--- src/fdsu_pkg.sv ---
// ----------------------------------------------------------------------------
// fdsu_pkg
// Shared types, constants and decode tables of the Forth data stack unit.
// ----------------------------------------------------------------------------
`default_nettype none

package fdsu_pkg;

	localparam int STACK_DEPTH = 256;
	localparam int WORD_W      = 32;
	localparam int SP_W        = $clog2(STACK_DEPTH + 1);
	localparam int FUNC_W      = 5;
	localparam int CNT_W       = $clog2(WORD_W + 1);

	typedef logic [WORD_W-1:0] word_t;

	// operation codes
	typedef enum logic [FUNC_W-1:0] {
		OP_PUSH   = 5'd0,
		OP_POP    = 5'd1,
		OP_PEEK   = 5'd2,
		OP_DUP    = 5'd3,
		OP_DROP   = 5'd4,
		OP_SWAP   = 5'd5,
		OP_OVER   = 5'd6,
		OP_2DUP   = 5'd7,
		OP_2DROP  = 5'd8,
		OP_2SWAP  = 5'd9,
		OP_2OVER  = 5'd10,
		OP_ROT    = 5'd11,
		OP_ADD    = 5'd12,
		OP_SUB    = 5'd13,
		OP_MUL    = 5'd14,
		OP_DIV    = 5'd15,
		OP_DIVMOD = 5'd16,
		OP_MOD    = 5'd17
	} op_t;

	typedef enum logic [1:0] {
		ERR_OK   = 2'd0,
		ERR_FEW  = 2'd1,
		ERR_OVF  = 2'd2,
		ERR_DIV0 = 2'd3
	} err_t;

	// how a cell takes its next value
	typedef enum logic [2:0] {
		SH_HOLD,
		SH_DN1,
		SH_DN2,
		SH_UP1,
		SH_UP2
	} shift_t;

	typedef enum logic {
		ST_IDLE,
		ST_DIV
	} state_t;

	typedef struct packed {
		logic [FUNC_W-1:0] func;
		logic signed [31:0] push_value;
	} cmd_t;

	typedef struct packed {
		logic signed [31:0] read_value;
		logic [1:0]         error_code;
		logic [8:0]         depth;
		logic               is_empty_flag;
		logic               is_full_flag;
	} rsp_t;

	// operands an operation needs
	function automatic logic [2:0] op_need(logic [FUNC_W-1:0] f);
		logic [2:0] n;
		unique case (f)
			OP_PUSH:                    n = 3'd0;
			OP_POP, OP_PEEK, OP_DUP,
			OP_DROP:                    n = 3'd1;
			OP_2SWAP, OP_2OVER:         n = 3'd4;
			OP_ROT:                     n = 3'd3;
			default:                    n = 3'd2;
		endcase
		return n;
	endfunction

	// free entries an operation needs
	function automatic logic [1:0] op_grow(logic [FUNC_W-1:0] f);
		logic [1:0] g;
		unique case (f)
			OP_PUSH, OP_DUP, OP_OVER: g = 2'd1;
			OP_2DUP, OP_2OVER:        g = 2'd2;
			default:                  g = 2'd0;
		endcase
		return g;
	endfunction

endpackage

`default_nettype wire

--- src/fdsu_divider.sv ---
// ----------------------------------------------------------------------------
// fdsu_divider
// Signed restoring divider, one quotient bit per cycle, truncating quotient.
// ----------------------------------------------------------------------------
`default_nettype none

module fdsu_divider
	import fdsu_pkg::*;
(
	input  wire logic  clk,
	input  wire logic  arst_n,
	input  wire logic  start,
	input  wire word_t dividend,
	input  wire word_t divisor,
	output logic       done,
	output word_t      quotient,
	output word_t      remainder
);

	logic [CNT_W-1:0] cnt_q;
	logic             run_q;
	logic             fin_q;
	logic             done_q;
	word_t            rem_q;
	word_t            quo_q;
	word_t            dvs_q;
	logic             qneg_q;
	logic             rneg_q;
	word_t            q_out_q;
	word_t            r_out_q;

	logic [WORD_W:0]  shifted;
	logic [WORD_W:0]  diff;

	// one trial subtract per cycle
	assign shifted = {rem_q, quo_q[WORD_W-1]};
	assign diff    = shifted - {1'b0, dvs_q};

	always_ff @(posedge clk or negedge arst_n) begin
		if (!arst_n) begin
			cnt_q  <= '0;
			run_q  <= 1'b0;
			fin_q  <= 1'b0;
			done_q <= 1'b0;
		end else begin
			fin_q  <= 1'b0;
			done_q <= fin_q;
			if (start) begin
				run_q <= 1'b1;
				cnt_q <= '0;
			end else if (run_q) begin
				cnt_q <= cnt_q + 1'b1;
				if (cnt_q == CNT_W'(WORD_W - 1)) begin
					run_q <= 1'b0;
					fin_q <= 1'b1;
				end
			end
		end
	end

	// magnitudes in, quotient bits shifted in at the bottom
	always_ff @(posedge clk) begin
		if (start) begin
			rem_q  <= '0;
			quo_q  <= dividend[WORD_W-1] ? (~dividend + 1'b1) : dividend;
			dvs_q  <= divisor[WORD_W-1] ? (~divisor + 1'b1) : divisor;
			qneg_q <= dividend[WORD_W-1] ^ divisor[WORD_W-1];
			rneg_q <= dividend[WORD_W-1];
		end else if (run_q) begin
			if (!diff[WORD_W]) begin
				rem_q <= diff[WORD_W-1:0];
				quo_q <= {quo_q[WORD_W-2:0], 1'b1};
			end else begin
				rem_q <= shifted[WORD_W-1:0];
				quo_q <= {quo_q[WORD_W-2:0], 1'b0};
			end
		end
		// sign fix
		if (fin_q) begin
			q_out_q <= qneg_q ? (~quo_q + 1'b1) : quo_q;
			r_out_q <= rneg_q ? (~rem_q + 1'b1) : rem_q;
		end
	end

	assign done      = done_q;
	assign quotient  = q_out_q;
	assign remainder = r_out_q;

endmodule

`default_nettype wire

--- config.mk ---
export PLATFORM = sky130hd
export DESIGN_NAME = fdsu_divider
export DESIGN_NICKNAME = d
export VERILOG_FILES = /design/src/fdsu_pkg.sv /design/src/fdsu_divider.sv
export SDC_FILE = /design/constraint.sdc
export NUM_CORES = 1
export LEC_CHECK = 0
export BUFFER_PORTS_ARGS = -buffer_cell sky130_fd_sc_hd__buf_2
export CORE_MARGIN = 2
export CORE_UTILIZATION = 25
export DETAILED_ROUTE_END_ITERATION = 8
export GPL_ROUTABILITY_DRIVEN = 0
export PLACE_DENSITY = 0.5
export SYNTH_ARGS = -nofsm -noshare
export SYNTH_HDL_FRONTEND = slang
export SYNTH_SLANG_ARGS = --single-unit
--- constraint.sdc ---
create_clock -name clk -period 7.3 [get_ports clk]
set_clock_uncertainty 0.2 [all_clocks]
set_input_delay 0 -clock clk [delete_from_list [all_inputs] [get_ports clk]]
set_output_delay 0 -clock clk [all_outputs]
set_load 0.01 [all_outputs]
-- Word level (Yosys, flattened, before mapping)
Cells that the tools add are included.
Widths: inputs -> output; s select.
- shift operators: 0
- equal/unequal tests: 1
- muxes and demuxes: 16
- divide/modulo/power cells: 0
- order comparisons: 0
- $add $sub $neg: 6
- multipliers: 0
- reduce and logical (&&, ||, !) cells: 1
- bitwise logic cells: 5
- operators by type and width (operator ; count):
    $mux 32 ; 6
    $add 32x1->32 const B ; 4
    $not 32->32 ; 4
    $sub 33x32->33 ; 1
    $mux 31 ; 1
    $mux 6 ; 2
    $mux 1 ; 7
    $add 6x1->6 const B ; 1
    $eq 6x5->1 const B ; 1
    $reduce_bool 2->1 ; 1
    $xor 1x1->1 ; 1
- flip-flop bits (word level): 171
- word-level logic and storage cells: 41
- ROM bits: 0
- output and inout bits: 65
- bits in writable memories: 0
- memories: 0
- bits in latches: 0
- bits of input ports: 67

-- Longest topological paths before layout
Gate-level depths: netlist of the first run.
- word-level depth: 4
- gate-level depth with buffers: 14
- gate-level depth less buffers: 13

-- Least setup slack after synthesis of the first run
Ideal clock, no wire load.
- path type: flip-flop to flip-flop
- from: reg quo_q[31]
- to: reg quo_q[0] (data pin)
- data required time: 6.840 ns
- setup time: 0.260 ns
- clock period less this slack: 3.363 ns
- cell stages (with the launch flop): 14
- setup slack: 3.937 ns
- buffers on the path: 1
- data arrival time: 2.903 ns
- cell sequence: edfxtp_1 > inv_1 > ha_1 > fa_1 > nand2b_1 > a21oi_1 > o21a_1 > nor3_1 > o41a_1 > o21ai_2 > a211o_1 > nand3_4 > buf_8 > mux2_2
- longest elaborated chain between the ends: 4
- RTL lines (item ; RTL line ; text):
    from (decl) ; fdsu_divider.sv:25 ; word_t quo_q;
    from (signal assigned) ; fdsu_divider.sv:65 ; quo_q <= dividend[WORD_W-1] ? (~dividend + 1'b1) : dividend;
    from (signal assigned) ; fdsu_divider.sv:72 ; quo_q <= {quo_q[WORD_W-2:0], 1'b1};
    from (signal assigned) ; fdsu_divider.sv:75 ; quo_q <= {quo_q[WORD_W-2:0], 1'b0};
    $sub 33x32->33 ; fdsu_divider.sv:37 ; assign diff = shifted - {1'b0, dvs_q};
    $mux 1 ; fdsu_divider.sv:70 ; if (!diff[WORD_W]) begin
    $mux 32 ; fdsu_divider.sv:69 ; end else if (run_q) begin
    $mux 32 ; fdsu_divider.sv:63 ; if (start) begin
Every way passes these cells. The select of a mux whose other input is x is not followed.
A chain may end at the register's enable or synchronous reset.

-- Worst setup path in the final report of the first run
- from: in dividend[8]
- to: reg quo_q[27] (data pin)
- longest elaborated chain between the ends: 4
- RTL lines (item ; RTL line ; text):
    from (decl) ; fdsu_divider.sv:13 ; input wire word_t dividend,
    $not 32->32 ; fdsu_divider.sv:65 ;
    $add 32x1->32 ; fdsu_divider.sv:65 ;
    $mux 32 ; fdsu_divider.sv:65 ;
    $mux 32 ; fdsu_divider.sv:63 ;
Every way passes these cells.

==> reports/results.ini, run 1 <==
[run_status]
run_status = finished clean

[global_routing]
grt_max_degree = 72
gr-total-overflow = 0
grt_usage = 0.118
grt_pass1_wl_microns = 40300
grt_pass1_vias = 7883
antenna_found_initial = 0

[routing]
drt-vias-per-instance = 4.51
drtIter0Drc = 323
drc_errors = 0
totalWireLength_microns = 25100
ant_nets = 0
drt_first_pass_iters = 5
wl_per_cell_microns = 14.1
vias = 8009

[cts]
cts_resized = 0
worst_skew_pair.late_latency_ns = 0.43
postCtsHoldBufs = 117
h-tree-depth = 4
cts-root-buf = clkbuf_16
cts_setup_buffers = 0
cts_inserted_buffers = 17
clock_path_buffers = 2
numClockSinks = 171
path_clk_slew_ns = 0.07
cts_tree = built

[timing]
period_needed_ns = 4.26
grt_setup_unrepaired = false
slew-limit-headroom = 0.329
drv_slew = 0
worst-slew-pin-transition_ns = 1.01
period_share = 0.583
setup_violations = 0
setup_tns_ns = 0
hold_viol_final = 0
fmax_mhz = 235

[final_layout]
diodes = 0
mostFrequentLayoutCells = edfxtp_1 (130), buf_2 (130), dlygate4sd3_1 (117)
finalNetCount = 1334
final_layout_size_suffix_gt1_frac = 0.153
final_area_sq_um = 13200
area_growth_pct = 28.4

[setup_path]
cp.required_ns = 7.28
crit_path_start_kind = primary input
rr_worst_depth = 13
worstPathMaxFanout = 5
r2r_slack_ns = 3.08
worstSetupPathType = in2reg
end_kind = flop
r2r_start = quo_q[31]
arrival_ns = 4.23
timing.rr.end = rem_q[0]

[die]
coreArea_sq_um = 40700
io_pins = 132
rows = 74
start_util = 0.253
fp.dieW_microns = 207
die_h_microns = 207
dieArea_sq_um = 42800

[synthesis]
synth_cell_type_count = 65
syn-cell-area_sq_um = 10300
syn_avg_cell_area_sq_um = 10.3
synth_cells = 996
async_flop_share = 0.0526
synth_flop_cell = edfxtp_1
ys_seq_elements = 171
yosys_warnings = 0
synthesis.nets = 1101
synth_seq_area_share = 0.463
synth_edf_count = 130

[job]
max_cap_viol_count = 0

[power]
p_per_area_nw_per_um2 = 281
cellLeakagePower_uw = 0.00519
ir_worst_vdd_uv = 132

[placed_design]
io_buffers = 131
hpwl_microns = 18600
dpl-instance-area_sq_um = 11500

[hold_path]
hold_path_class = in2reg
whs_endpoint = dvs_q[27]
hold_start = divisor[31]
hold_depth = 3

power by group:
group	switching [uW]	total [uW]	leakage (uW)	internal, uW
combinational	729	1420	0.00329	696
sequential	172	1390	0.00162	1220
clock	395	899	0.000289	504
cells by family after synthesis:
logic type	share of synthesized area
XOR/XNOR	0.130
buffers and inverters	0.0351
AND/OR/NAND/NOR	0.131
flip-flops	0.463
AO/OA/AOI/OAI	0.158
multiplexers	0.0353
adder cells (fa/ha/maj)	0.0469
metrics by stage:
stage,hold slack (ns),power [uW],util,setup slack [ns],instances
global route,0.0859,3980,0.325,2.79,1774
finish,0.0332,3710,0.325,3.04,1774
detailed placement,-0.322,2770,0.282,3.09,1625
CTS,0.0177,3750,0.325,3.06,1774
global placement,-0.319,2750,0.282,3.11,1625
floorplan,-0.496,2500,-,3.94,996
routing by layer:
metal  global-route usage  part of all wire
met5                    0                 0
met2                0.203              0.48
met1                0.153              0.47
met3               0.0215             0.038
met4               0.0284            0.0081
layout make-up:
type	count	area, sq um
flip-flops and latches	171	4770
repair buffers	252	1860
fillers	4204	27500
multi-input cells	739	5170
clock buffers	21	472
well taps	532	666
clock inverters	11	104
inverters	48	180
how the worst max path moves through the flow:
stage,slack (ns),from,cells after the start,to
2_1_floorplan,3.94,quo_q[31],13,quo_q[0]
3_3_place_gp,3.11,quo_q[31],13,rem_q[0]
3_5_place_dp,3.09,quo_q[31],13,rem_q[0]
4_1_cts,3.06,quo_q[31],13,rem_q[0]
5_1_grt,2.79,quo_q[31],13,rem_q[0]
6_report,3.04,dividend[8],14,quo_q[27]
worst max-delay path: stages:
cell	delay, ns
dlygate4sd3_1	0.54
buf_2	0.15
or4_4	0.57
nor4_4	0.17
inv_2	0.06
or3_1	0.37
or4_4	0.48
inv_2	0.06
nand2_1	0.14
o41ai_2	0.29
xor2_1	0.17
dlygate4sd3_1	0.56
a21oi_1	0.07
dlygate4sd3_1	0.59
cell usage after synthesis (17+ instances only):
library cell | count | area (sq um)
nor2_1 | 89 | 334
a21oi_1 | 57 | 285
a21o_1 | 24 | 180
xor2_1 | 47 | 412
nand2_1 | 73 | 274
edfxtp_1 | 130 | 3900
xnor2_1 | 106 | 928
mux2i_1 | 33 | 330
o31ai_1 | 34 | 255
dfxtp_1 | 32 | 641
ha_1 | 37 | 463
inv_1 | 46 | 173
nand2b_1 | 17 | 106
a211oi_1 | 26 | 195
clkbuf_1 | 29 | 109
o21ai_0 | 56 | 280
sequential cells by signal, summed over array words and instances, names as in the netlist, 6 cells and up:
name	flops
cnt_q	6
quo_q	32
dvs_q	32
remainder	32
rem_q	32
quotient	32
No activity file was read; power rests on OpenSTA's default activity.
==> run 2, diff against run 1 <==
Settings changed: PLACE_DENSITY 0.5 to 0.51.
Clock period 7.3 ns to 3.7 ns, I/O delays scaled along.
==> reports/results.ini, run 2 (synthesized netlist as in run 1, its figures left out) <==
[timing]
hold_viol_final = 0
grt_setup_unrepaired = false
setup_tns_ns = 0
fmax_mhz = 279
drv_slew = 0
period_needed_ns = 3.59
setup_violations = 0
period_share = 0.969
worst-slew-pin-transition_ns = 0.985
slew-limit-headroom = 0.343

[power]
power_uw = 7770
comb_power_share = 0.428
seqPwrFrac = 0.346
cellLeakagePower_uw = 0.00538
switching_power_uw = 2800
ir_worst_vdd_uv = 330
p_per_area_nw_per_um2 = 570
switching_share = 0.361
p_int_uw = 4970
clkPwrFrac = 0.226

[die]
fp.dieW_microns = 207
die_h_microns = 207
rows = 74
coreArea_sq_um = 40700
dieArea_sq_um = 42800
io_pins = 132
start_util = 0.253

[routing]
drt_first_pass_iters = 5
drc_errors = 0
ant_nets = 0
totalWireLength_microns = 26100
drt-vias-per-instance = 4.52
vias = 8182
wl_per_cell_microns = 14.4
drtIter0Drc = 375

[global_routing]
grt_pass1_wl_microns = 40900
grt_pass1_vias = 8002
gr-total-overflow = 0
grt_max_degree = 79
antenna_found_initial = 0
grt_usage = 0.120

[placed_design]
hpwl_microns = 19500
io_buffers = 131

[setup_path]
cp.required_ns = 3.68
end_kind = flop
worstPathMaxFanout = 5
worstSetupPathType = in2reg
crit_path_start_kind = primary input
arrival_ns = 3.57

[cts]
cts_inserted_buffers = 17
clock_path_buffers = 2
path_clk_slew_ns = 0.08
cts-root-buf = clkbuf_16
h-tree-depth = 4
worst_skew_pair.late_latency_ns = 0.44
cts_tree = built
numClockSinks = 171

[final_layout]
seq_area_sq_um = 4770
multi_input_area_sq_um = 5260
mostFrequentLayoutCells = edfxtp_1 (130), buf_2 (130), dlygate4sd3_1 (122)
finalNetCount = 1369
fillers = 4225
final_util = 0.335
final_layout_size_suffix_gt1_frac = 0.182
area_growth_pct = 32.3
diodes = 0

[job]
max_cap_viol_count = 0

[run_status]
run_status = finished clean

[hold_path]
hold_path_class = in2reg

[run 2: path summary, 6_finish.rpt]
| check | start | to | slack, ns | cells past startpoint |
|---|---|---|---|---|
| worst max-delay path | dividend[12] | quo_q[23] | 0.11 | 11 |
| min in group asynchronous | arst_n | cnt_q[3] | 0.38 | 3 |
| worst max register to register | quo_q[31] | rem_q[16] | 0.21 | 14 |
| max in group asynchronous | arst_n | fin_q | 2.56 | 3 |
| worst min register to register | cnt_q[5] | run_q | 0.36 | 2 |
| worst min-delay path | divisor[31] | dvs_q[8] | 0.03 | 3 |
[run 2: area by class of cell]
type | instances | share of cell area
well taps | 532 | 0.0488
inverters | 48 | 0.0132
flip-flops and latches | 171 | 0.350
repair buffers | 286 | 0.160
multi-input cells | 740 | 0.386
clock inverters | 15 | 0.0115
clock buffers | 17 | 0.0312
[run 2: power groups by stage]
stage	combinational [uW]	sequential [uW]	clock (uW)
after global routing	3680	2720	1890
final	3330	2690	1760
after global placement	2890	2720	0
after floorplan	2280	2640	0
after detailed placement	2920	2730	0
after CTS	3110	2680	1810
[run 2: critical path: stages]
cell	delay, ns
dlygate4sd3_1	0.54
buf_2	0.16
nor4_4	0.29
inv_2	0.06
or3_1	0.37
or4_4	0.48
o41ai_2	0.27
xor2_1	0.18
dlygate4sd3_1	0.57
a21oi_1	0.07
dlygate4sd3_1	0.59
[run 2: metal layers]
layer | up-vias | track usage | wire, microns
met1 | 3818 | 0.165 | 12800
met4 | 0 | 0.0332 | 364
met3 | 20 | 0.0181 | 964
li1 | 4185 | - | -
met5 | - | 0 | 0
met2 | 159 | 0.198 | 12000
[run 2: timing repair]
action / in CTS / in global routing
pin swaps: 3 / 11
endpoints found under the hold margin: 75 / 0
setup buffers: 1 / 4
resized for setup: 3 / 20
setup endpoints to repair: 21 / 34
hold buffers: 122 / 0
cloned: 0 / 2
[run 2: through the flow]
stage / cells / hold slack [ns] / instance area (sq um) / setup WS (ns)
finish: 1809 / 0.0281 / 13600 / 0.113
CTS: 1803 / 0.0234 / 13500 / 0.00507
floorplan: 996 / -0.496 / 10300 / 0.337
detailed placement: 1648 / -0.323 / 11600 / -0.0440
global route: 1809 / 0.0637 / 13600 / 0.0178
global placement: 1648 / -0.323 / 11600 / 0.0492
