File: src/fdsu_pkg.sv
// ----------------------------------------------------------------------------
// fdsu_pkg
// Shared types, constants and decode tables of the Forth data stack unit.
// ----------------------------------------------------------------------------
`default_nettype none

package fdsu_pkg;

	localparam int STACK_DEPTH = 256;
	localparam int WORD_W      = 32;
	localparam int SP_W        = $clog2(STACK_DEPTH + 1);
	localparam int FUNC_W      = 5;
	localparam int CNT_W       = $clog2(WORD_W + 1);

	typedef logic [WORD_W-1:0] word_t;

	// operation codes
	typedef enum logic [FUNC_W-1:0] {
		OP_PUSH   = 5'd0,
		OP_POP    = 5'd1,
		OP_PEEK   = 5'd2,
		OP_DUP    = 5'd3,
		OP_DROP   = 5'd4,
		OP_SWAP   = 5'd5,
		OP_OVER   = 5'd6,
		OP_2DUP   = 5'd7,
		OP_2DROP  = 5'd8,
		OP_2SWAP  = 5'd9,
		OP_2OVER  = 5'd10,
		OP_ROT    = 5'd11,
		OP_ADD    = 5'd12,
		OP_SUB    = 5'd13,
		OP_MUL    = 5'd14,
		OP_DIV    = 5'd15,
		OP_DIVMOD = 5'd16,
		OP_MOD    = 5'd17
	} op_t;

	typedef enum logic [1:0] {
		ERR_OK   = 2'd0,
		ERR_FEW  = 2'd1,
		ERR_OVF  = 2'd2,
		ERR_DIV0 = 2'd3
	} err_t;

	// how a cell takes its next value
	typedef enum logic [2:0] {
		SH_HOLD,
		SH_DN1,
		SH_DN2,
		SH_UP1,
		SH_UP2
	} shift_t;

	typedef enum logic {
		ST_IDLE,
		ST_DIV
	} state_t;

	typedef struct packed {
		logic [FUNC_W-1:0] func;
		logic signed [31:0] push_value;
	} cmd_t;

	typedef struct packed {
		logic signed [31:0] read_value;
		logic [1:0]         error_code;
		logic [8:0]         depth;
		logic               is_empty_flag;
		logic               is_full_flag;
	} rsp_t;

	// operands an operation needs
	function automatic logic [2:0] op_need(logic [FUNC_W-1:0] f);
		logic [2:0] n;
		unique case (f)
			OP_PUSH:                    n = 3'd0;
			OP_POP, OP_PEEK, OP_DUP,
			OP_DROP:                    n = 3'd1;
			OP_2SWAP, OP_2OVER:         n = 3'd4;
			OP_ROT:                     n = 3'd3;
			default:                    n = 3'd2;
		endcase
		return n;
	endfunction

	// free entries an operation needs
	function automatic logic [1:0] op_grow(logic [FUNC_W-1:0] f);
		logic [1:0] g;
		unique case (f)
			OP_PUSH, OP_DUP, OP_OVER: g = 2'd1;
			OP_2DUP, OP_2OVER:        g = 2'd2;
			default:                  g = 2'd0;
		endcase
		return g;
	endfunction

endpackage

`default_nettype wire

File: src/fdsu_cell.sv
// ----------------------------------------------------------------------------
// fdsu_cell
// One stack entry. Takes a new value, holds, or takes a neighbor's word.
// ----------------------------------------------------------------------------
`default_nettype none

module fdsu_cell
	import fdsu_pkg::*;
(
	input  wire logic   clk,
	input  wire shift_t shift,
	input  wire logic   load_en,
	input  wire word_t  load_val,
	input  wire word_t  above1,
	input  wire word_t  above2,
	input  wire word_t  below1,
	input  wire word_t  below2,
	output word_t       value
);

	word_t value_q;

	// payload only, no reset
	always_ff @(posedge clk) begin
		if (load_en) begin
			value_q <= load_val;
		end else begin
			unique case (shift)
				SH_DN1:  value_q <= above1;
				SH_DN2:  value_q <= above2;
				SH_UP1:  value_q <= below1;
				SH_UP2:  value_q <= below2;
				default: value_q <= value_q;
			endcase
		end
	end

	assign value = value_q;

endmodule

`default_nettype wire

File: config.mk
export PLATFORM = sky130hd
export DESIGN_NAME = fdsu_cell
export DESIGN_NICKNAME = d
export VERILOG_FILES = /design/src/fdsu_pkg.sv /design/src/fdsu_cell.sv
export SDC_FILE = /design/constraint.sdc
export NUM_CORES = 1
export LEC_CHECK = 0
export BUFFER_PORTS_ARGS = -buffer_cell sky130_fd_sc_hd__buf_4
export CORE_MARGIN = 2
export CORE_UTILIZATION = 35
export CTS_CLUSTER_DIAMETER = 80
export DETAILED_ROUTE_END_ITERATION = 16
export GPL_TIMING_DRIVEN = 0
export HOLD_SLACK_MARGIN = 0.1
export PLACE_DENSITY = 0.86
export SYNTH_ARGS = -nofsm -noshare
export SYNTH_HDL_FRONTEND = slang
export SYNTH_SLANG_ARGS = --single-unit
File: constraint.sdc
create_clock -name clk -period 2.7 [get_ports clk]
set_input_delay 0.135 -clock clk [delete_from_list [all_inputs] [get_ports clk]]
set_output_delay 0.135 -clock clk [all_outputs]
set_load 0.1 [all_outputs]
## Yosys cells after proc, flatten, opt, wreduce, memory -nomap -nowiden

Cells that the tools add are included.

- Eq/ne operators: 4
- Multiplexer cells: 2
- Reduce and logical (&&, ||, !) cells: 1

Operators by type and width:

| kind | count |
|---|---|
| 32-bit case mux with 4 select lines | 1 |
| 32-bit two-way mux | 1 |
| 3-bit by 2-bit equality test with 1-bit output, second input constant | 2 |
| 5-bit nonzero test | 1 |
| 3-bit by 1-bit equality test with 1-bit output, second input constant | 1 |
| 3-bit equality test, second input constant | 1 |

- Bits in registers: 32
- Bits of input ports: 165
- Output and inout bits: 32

## Depth between registers and ports, before layout

Gate-level depths: netlist (run 1).

- Word-level depth: 3
- Depth in mapped cells: 6

## Least setup slack after synthesis (run 1)

OpenSTA, ideal clock, no wires.

- Path type: in2reg
- Start point: in load_en
- End point: reg value_q[0] (netlist: value[0]) (enable)
- Library setup time: 0.394 ns
- Arrival: 1.735 ns
- Setup slack: 0.571 ns
- Stages: 4
- Buffers on the path: 3
- Cells stage by stage: buf_2 buf_1 clkbuf_1 nand2b_1

- Word-level cells in the longest chain between the ends: 1

RTL lines:

| element | line | text |
|---|---|---|
| start, declared | fdsu_cell.sv:12 | `input wire logic load_en,` |
| 5-bit nonzero test (no source line) | - |  |
| end signal, assigned | fdsu_cell.sv:26 | `value_q <= load_val;` |
| end signal, assigned | fdsu_cell.sv:29 | `SH_DN1: value_q <= above1;` |
| end signal, assigned | fdsu_cell.sv:30 | `SH_DN2: value_q <= above2;` |
| end, declared | fdsu_cell.sv:21 | `word_t value_q;` |

No other way between the ends.
A chain may end at the register's enable or synchronous reset.

## Worst setup path in the final report (run 1)

- Start point: in load_en
- End point: reg value_q[11] (netlist: value[11]) (enable)

The elaborated chain is that of the path after synthesis.

==> results.yml, run 1 <==
floorplanning:
  die-area_sq_um: 7186
  die_y_um: 84.77
  io_pins: 197
  dieWidth_um: 84.77
  start_util_pct: 36.17
  core_sq_um: 6314
  rows: 29
sta:
  period_needed_ns: 2.167
  rsz0062_at_grt: "no"
  max_slew_margin_pct: 45.54
  finalSetupViolations: 0
  max_freq_mhz: 461.5
  fin_crit_sh_pct: 80.26
  finalMaxSlewViolations: 0
  fin_ws_ns: 0.5329
  hold_violations: 0
  worst_pin_slew_ns: 0.8169
power_and_ir_drop:
  power_leakage_uw: 0.001819
  power.total_uw: 2088
  max-vdd-ir-drop_mv: 0.3895
  p_per_area_nw_per_um2: 532.3
min_path:
  whs_endpoint: "value[18]$_DFFE_PP_"
  min-delay-start: "above1[18]"
  min_path_type: "input port to flop"
  hold_path_depth: 2
global_routing:
  grt_pass1_vias: 2591
  grt_pass1_wl_mm: 12.59
  antenna_found_initial: 0
  grt_max_degree: 33
  grt_overflow_total: 0
  grt_usage_pct: 22.19
setup_path:
  path_max_fanout: 32
  critical_path_arrival_ns: 2.07
  endpoint_kind: "flop"
  cp_num_cells: 5
  path_delay_family: "buffers and inverters"
  cp.required_ns: 2.60
  critPathMaxStageDelay_ns: 0.76
  critPathSlowestCell: "nand2b_2"
  cp-start-kind: "input port"
  critPathKind: "input port to flop"
  critPathBufInv: 4
  path_cells: "buf_4 > buf_2 > buf_1 > clkbuf_1 > nand2b_2"
place:
  numPortBuffers: 195
  place.gp.congestion: 0.8118
  preCtsSetupSlack_ns: 0.1825
  hpwlAfterDp_mm: 6.694
  placed_area_sq_um: 3846
synth:
  syn_inst: 188
  synth-main-ff-cell: "edfxtp_1"
  synth-edff-count: 32
  ys_top_cells_by_area: "edfxtp_1 (42%), o221a_1 (16%), mux2i_1 (14%), a2bb2oi_1 (12%), nand2b_1 (9.0%)"
  yosysSeqAreaShare_pct: 42.08
  synth.avg_cell_area_sq_um: 12.15
  yosysMostFrequentCell: "nand2b_1"
  yosys-top-cells-count: "nand2b_1 (33), a2bb2oi_1 (32), edfxtp_1 (32), mux2i_1 (32), o221a_1 (32)"
  synthDominantAreaCellType: "edfxtp_1"
  synth_top_area_share_pct: 42.08
  synth_cell_types: 14
  ys_warn_count: 0
  syn_nets: 353
  synthArstFlopShare_pct: 0
  netlist_area_sq_um: 2283
  synth_seq_cells: 32
clocking:
  htreeDepth: 2
  numCtsBuffers: 5
  cts_tree: "done"
  root_buffer: "clkbuf_8"
  clk_pin_slew_ns: 0.06
  cts_max_path_buffers: 2
  clkSinkCount: 32
  ctsResizeCount: 0
  ctsHoldBuffers: 0
  postCtsSetupRepairBufs: 0
route:
  drt-total-wl_mm: 8.228
  wire_per_inst_um: 17.62
  detail-route-antenna-nets: 0
  vias: 2458
  drt_iter0_drc: 65
  first_pass_iters: 4
  drcViolationCount: 0
  via_per_inst: 5.263
job:
  cap_viol_max_count: 0
run_status:
  status: "finished, final reports clean"
finish:
  largest_reg_flops: 32
  drive_gt1_share_pct: 54.10
  nets: 555
  fin_area_sq_um: 3924
  area_delta_synth_final_pct: 71.84
  antenna_cells: 0
-- per-stage QoR --
stage	TNS, ns	utilization, %	instances	hold WS (ns)
final	0	62.15	467	0.2077
after global routing	0	62.15	467	0.1959
after CTS	0	62.15	467	0.1971
after detailed placement	0	60.92	460	0.4900
after global placement	-10.60	60.88	460	0.4856
after floorplan	0	-	188	0.3999
-- where the power goes --
part,internal [uW],total [uW],switching (uW)
Clock,175,339,164
Sequential,640,663,23.1
Combinational,353,1090,734
Total,1170,2090,921
-- kinds of logic (layout without fill, tap and decap cells) --
logic type | after synthesis | count (layout) | share of synthesized area (%)
mux | 32 | 32 | 14.03
compound gates | 65 | 65 | 28.44
flops | 32 | 32 | 42.08
xor+xnor | 1 | 1 | 0.3836
simple gates | 36 | 36 | 9.863
buf+inv | 22 | 224 | 5.205
-- per-layer routing --
layer  GRT usage (%)  share of wire (%)  vias to the layer above  wire [um]
li1                -                  -                     1180          -
met1           23.98                 37                     1169       3016
met2           42.73                 56                      103       4604
met3           5.801                6.5                        6        538
met4           5.195               0.83                        0         68
met5               0                  0                        -          0
-- final cells by class --
class	instances	area [sq um]
Fill cell	546	2390
Clock buffer	6	72.57
Clock inverter	1	5.005
Multi-Input combinational cell	134	1206
Tap cell	77	96.34
Timing Repair Buffer	195	1464
Buffer	22	118.9
Sequential cell	32	960.9
-- how the worst max path moves through the flow --
stage / from / to / slack, ns
5_1_grt: load_en / value[28]$_DFFE_PP_ / 0.35
6_report: load_en / value[11]$_DFFE_PP_ / 0.53
3_5_place_dp: load_en / value[2]$_DFFE_PP_ / 0.18
3_3_place_gp: load_en / value[13]$_DFFE_PP_ / -0.33
4_1_cts: load_en / value[9]$_DFFE_PP_ / 0.49
2_1_floorplan: load_en / value[0]$_DFFE_PP_ / 0.57
-- placed cells by master, fill, tap and decap left out --
cell	netlist	final
buf_4	0	195
o221a_1	32	32
edfxtp_1	32	32
mux2i_1	32	32
clkinv_2	0	1
clkbuf_1	10	11
nor2b_1	1	1
or3b_1	1	1
buf_6	4	4
nand2b_1	33	32
clkbuf_8	0	5
nor2_1	1	1
buf_1	3	3
xor2_1	1	1
a211o_1	1	1
nand2b_2	0	1
a2bb2oi_1	32	32
buf_2	5	5
(Power assumes the default switching activity.)
==> inputs of run 2 (changes only) <==
ABC_AREA = 1   (was not set)
PLACE_DENSITY = 0.78   (was 0.86)
clock period = 2 ns   (was 2.7 ns; I/O delays follow)
==> results.yml, run 2 <==
power_and_ir_drop:
  seqPwrFrac_pct: 30.1
  max-vdd-ir-drop_mv: 0.3264
  internal-power_uw: 1568
  clkPwrFrac_pct: 16.1
  power.total_uw: 2929
  switching_share_pct: 46.47
  combPwrFrac_pct: 53.8
  p_switching_uw: 1361
  power_leakage_uw: 0.002904
  p_per_area_nw_per_um2: 583.3
route:
  drt_iter0_drc: 268
  drt-total-wl_mm: 12.63
  vias: 4236
  first_pass_iters: 5
  wire_per_inst_um: 14.74
  drcViolationCount: 0
  detail-route-antenna-nets: 0
  via_per_inst: 4.943
place:
  preCtsSetupSlack_ns: -0.1666
  hpwlAfterDp_mm: 10.05
  placed_area_sq_um: 4813
  numPortBuffers: 193
  place.gp.congestion: 0.8943
sta:
  finalMaxSlewViolations: 0
  hold_violations: 0
  fin_ws_ns: 0.1793
  finalSetupViolations: 0
  max_freq_mhz: 549.2
  worst_pin_slew_ns: 0.8359
  period_needed_ns: 1.821
  rsz0062_at_grt: "no"
  max_slew_margin_pct: 44.21
  fin_setup_tns_ns: 0
  fin_crit_sh_pct: 91.04
synth:
  netlist_area_sq_um: 3221
  yosys-top-cells-count: "nand2_1 (225), inv_1 (97), nand4_1 (64), nand3_1 (33)"
  syn_inst: 533
  synth.avg_cell_area_sq_um: 6.042
  synth-edff-count: 32
  synthArstFlopShare_pct: 0
  ys_warn_count: 0
  synthDominantAreaCellType: "edfxtp_1"
  synth_seq_cells: 32
  ys_top_cells_by_area: "edfxtp_1 (30%), nand2_1 (26%), nand4_1 (12%), inv_1 (11%), nand3b_1 (7.5%)"
  syn_nets: 698
  synth_cell_types: 14
  yosysSeqAreaShare_pct: 29.84
  synth-main-ff-cell: "edfxtp_1"
  yosysMostFrequentCell: "nand2_1"
  synth_top_area_share_pct: 29.84
floorplanning:
  dieWidth_um: 99.93
  die_y_um: 99.93
  start_util_pct: 35.53
  die-area_sq_um: 9985
  core_sq_um: 9065
  io_pins: 197
  rows: 35
min_path:
  whs_endpoint: "value[14]$_DFFE_PP_"
  hold_path_depth: 3
  min_path_type: "input port to flop"
  min-delay-start: "load_val[14]"
setup_path:
  path_max_fanout: 32
  critPathBufInv: 3
  cp-start-kind: "input port"
  endpoint_kind: "flop"
  critical_path_arrival_ns: 1.59
  critPathMaxStageDelay_ns: 0.73
  path_cells: "clkbuf_1 > inv_1 > buf_1 > nand3_2"
  critPathKind: "input port to flop"
  path_delay_family: "buffers and inverters"
  critPathSlowestCell: "nand3_2"
  cp.required_ns: 1.77
global_routing:
  grt_overflow_total: 0
  grt_pass1_wl_mm: 19.44
  grt_pass1_vias: 4064
  antenna_found_initial: 0
  grt_usage_pct: 24.42
  grt_max_degree: 33
finish:
  drive_gt1_share_pct: 31.37
  fin_area_sq_um: 5021
  largest_reg_flops: 32
  nets: 911
  fillerInstances: 856
  area_delta_synth_final_pct: 55.91
  antenna_cells: 0
  mostFrequentLayoutCells: "nand2_1 (225), buf_4 (196), inv_1 (97)"
  layout_commonest_cell: "nand2_1"
clocking:
  clkSinkCount: 32
  root_buffer: "clkbuf_8"
  cts_tree: "done"
  clk_pin_slew_ns: 0.07
  numCtsBuffers: 5
  cts_max_path_buffers: 2
  htreeDepth: 2
run_status:
  status: "finished, final reports clean"
job:
  cap_viol_max_count: 0
run 2: changes by cell type in the layout (fill, tap and decap cells not counted), moves of 3 or more:
cell / before / now
nand2b_1: 32 / 0
nand2_1: 0 / 225
nand4_1: 0 / 64
mux2i_1: 32 / 0
inv_1: 0 / 97
a2bb2oi_1: 32 / 0
buf_2: 5 / 26
dlygate4sd3_1: 0 / 13
buf_1: 3 / 8
nand3b_1: 0 / 32
buf_6: 4 / 0
o221a_1: 32 / 0
nand3_1: 0 / 32
clkbuf_1: 11 / 8
run 2: how the worst max path moves through the flow:
stage	from	end	slack (ns)	cells past startpoint
floorplan	shift[2]	value[0]$_DFFE_PP_	0.38	6
global placement	load_en	value[19]$_DFFE_PP_	-0.12	4
detailed placement	load_en	value[19]$_DFFE_PP_	-0.17	4
CTS	load_en	value[10]$_DFFE_PP_	0.13	4
global route	load_en	value[9]$_DFFE_PP_	0.007	4
finish	load_en	value[16]$_DFFE_PP_	0.18	4
run 2: final cells by class:
class                      count  area (sq um)  share of cell area (%)
sequential                    32         960.9                   19.14
clock inverter                 1         5.005                 0.09968
clock buffer                   6         72.57                   1.445
inverter                      99         371.6                   7.401
tap                          111         138.9                   2.766
timing repair buffer         206          1579                   31.45
multi-input combinational    358          1684                   33.54
buffer                        44         209.0                   4.161
run 2: metal layers:
layer	vias up	share of wire, %	global-route usage [%]
li1	2109	-	-
met1	1882	40	30.41
met2	209	50	43.76
met3	36	6.9	3.412
met4	0	3.2	7.482
met5	-	0	0
run 2: logic make-up after synthesis:
kind of cell / Yosys count / synth area share (%)
and+or+nand+nor: 357 / 51.98
buffers and inverters: 143 / 18.03
DFF: 32 / 29.84
AOI/OAI and AO/OA: 1 / 0.1553
run 2: power groups by stage:
| stage | logic (uW) | clock network, uW | registers [uW] |
|---|---|---|---|
| finish | 1580 | 470 | 881 |
| global route | 1670 | 500 | 888 |
| CTS | 1570 | 473 | 884 |
| detailed placement | 1550 | 0 | 898 |
| global placement | 1530 | 0 | 893 |
| floorplan | 360 | 0 | 1580 |
run 2: repair_timing:
action | in CTS | in global routing
hold buffers | 13 | 0
resized for setup | 0 | 0
hold endpoints to repair | 13 | 0
buffers inserted | 0 | 0
run 2: through the flow:
| step | hold slack [ns] | utilization (%) | instances |
|---|---|---|---|
| after floorplan | 0.2814 | - | 533 |
| after global placement | 0.3744 | 53.10 | 837 |
| after detailed placement | 0.3761 | 53.10 | 837 |
| after CTS | 0.1018 | 55.39 | 857 |
| after global routing | 0.1054 | 55.39 | 857 |
| final | 0.1045 | 55.39 | 857 |
==> inputs of run 3 (changes only) <==
CTS_BUF_LIST = sky130_fd_sc_hd__clkbuf_4 sky130_fd_sc_hd__clkbuf_8   (was not set)
==> results.yml, run 3 (same netlist as run 2, synthesis figures left out) <==
run_status:
  status: "finished, final reports clean"
route:
  drt-total-wl_mm: 12.68
  vias: 4195
  drt_iter0_drc: 284
  drcViolationCount: 0
  wire_per_inst_um: 14.79
  via_per_inst: 4.895
  first_pass_iters: 4
  detail-route-antenna-nets: 0
floorplanning:
  start_util_pct: 35.53
  die_y_um: 99.93
  dieWidth_um: 99.93
  rows: 35
  die-area_sq_um: 9985
  core_sq_um: 9065
  io_pins: 197
finish:
  fillerInstances: 855
  final_cells: 857
  multiInputGateArea_sq_um: 1684
  nets: 911
  drive_gt1_share_pct: 31.50
  mostFrequentLayoutCells: "nand2_1 (225), buf_4 (196), inv_1 (97)"
  area_delta_synth_final_pct: 56.02
  layout_commonest_cell: "nand2_1"
  largest_reg_flops: 32
  fin_util_pct: 55.43
  antenna_cells: 0
  regArea_sq_um: 960.9
power_and_ir_drop:
  p_switching_uw: 1363
  max-vdd-ir-drop_mv: 0.3183
  clkPwrFrac_pct: 16.5
  internal-power_uw: 1581
  p_per_area_nw_per_um2: 585.9
  combPwrFrac_pct: 53.6
  power_leakage_uw: 0.002907
  seqPwrFrac_pct: 29.9
  power.total_uw: 2944
  switching_share_pct: 46.29
place:
  numPortBuffers: 193
  preCtsSetupSlack_ns: -0.1666
  place.gp.congestion: 0.8943
  place_inst: 837
  hpwlAfterDp_mm: 10.05
job:
  cap_viol_max_count: 0
setup_path:
  path_delay_family: "buffers and inverters"
  critPathSlowestCell: "nand3_2"
  cp-start-kind: "input port"
  cp.required_ns: 1.77
  critPathLaunch: "load_en"
  path_cells: "clkbuf_1 > inv_1 > buf_1 > nand3_2"
  path_max_fanout: 32
  critical_path_arrival_ns: 1.59
  critPathKind: "input port to flop"
  critPathMaxStageDelay_ns: 0.73
  critPathBufInv: 3
  endpoint_kind: "flop"
sta:
  rsz0062_at_grt: "no"
  finalMaxSlewViolations: 0
  max_slew_margin_pct: 43.70
  fin_crit_sh_pct: 91.40
  max_freq_mhz: 547.0
  period_needed_ns: 1.828
  worst_pin_slew_ns: 0.8435
  fin_ws_ns: 0.1719
  hold_violations: 0
  fin_setup_tns_ns: 0
  finalSetupViolations: 0
min_path:
  min-delay-start: "load_val[14]"
  min_path_type: "input port to flop"
clocking:
  cts_max_path_buffers: 2
  numCtsBuffers: 5
  clk_pin_slew_ns: 0.07
  root_buffer: "clkbuf_8"
  clkSinkCount: 32
  cts_tree: "done"
  htreeDepth: 2
  ctsResizeCount: 0
global_routing:
  antenna_found_initial: 0
  grt_max_degree: 33
  grt_pass1_wl_mm: 19.47
  grt_pass1_vias: 4060
  grt_usage_pct: 24.45
  grt_overflow_total: 0
[run 3: cell counts in the layout (fill, tap and decap cells not counted)]
Identical to the previous run, type by type.
[run 3: final timing paths]
kind / end / slack [ns] / depth (start not counted)
worst max-delay path: value[7]$_DFFE_PP_ / 0.17 / 4
worst min-delay path: value[14]$_DFFE_PP_ / 0.10 / 3
[run 3: power groups by stage]
stage	logic, uW	clock network (uW)	registers, uW
after floorplan	360	0	1580
after global placement	1530	0	893
after detailed placement	1550	0	898
after CTS	1570	488	884
after global routing	1670	513	889
final	1580	486	882
[run 3: repair_timing]
item,CTS,global route
hold buffers,13,0
hold endpoints to repair,13,0
buffers inserted,0,0
[run 3: worst min-delay path, cell delays in order]
cell	delay, ns
buf_4	0.08
nand2_1	0.04
nand2_1	0.05
[run 3: final cells by class]
cell class                      count  area share [%]
Tap cell                          111           2.764
Clock inverter                      1         0.09960
Multi-Input combinational cell    358           33.52
Buffer                             44           4.158
Inverter                           99           7.395
Clock buffer                        6           1.519
Timing Repair Buffer              206           31.42
Sequential cell                    32           19.12
[run 3: metrics by stage]
step                cell area [sq um]  hold slack, ns
floorplan                        3226          0.2814
global placement                 4813          0.3744
detailed placement               4813          0.3761
CTS                              5025          0.1012
global route                     5025          0.1062
finish                           5025          0.1026
[run 3: per-layer routing]
metal	routed length (um)	vias up	global-route usage, %
met5	0	-	0
li1	-	2107	-
met2	6371	196	43.81
met4	316	0	7.376
met1	5063	1868	30.71
met3	924	24	3.064
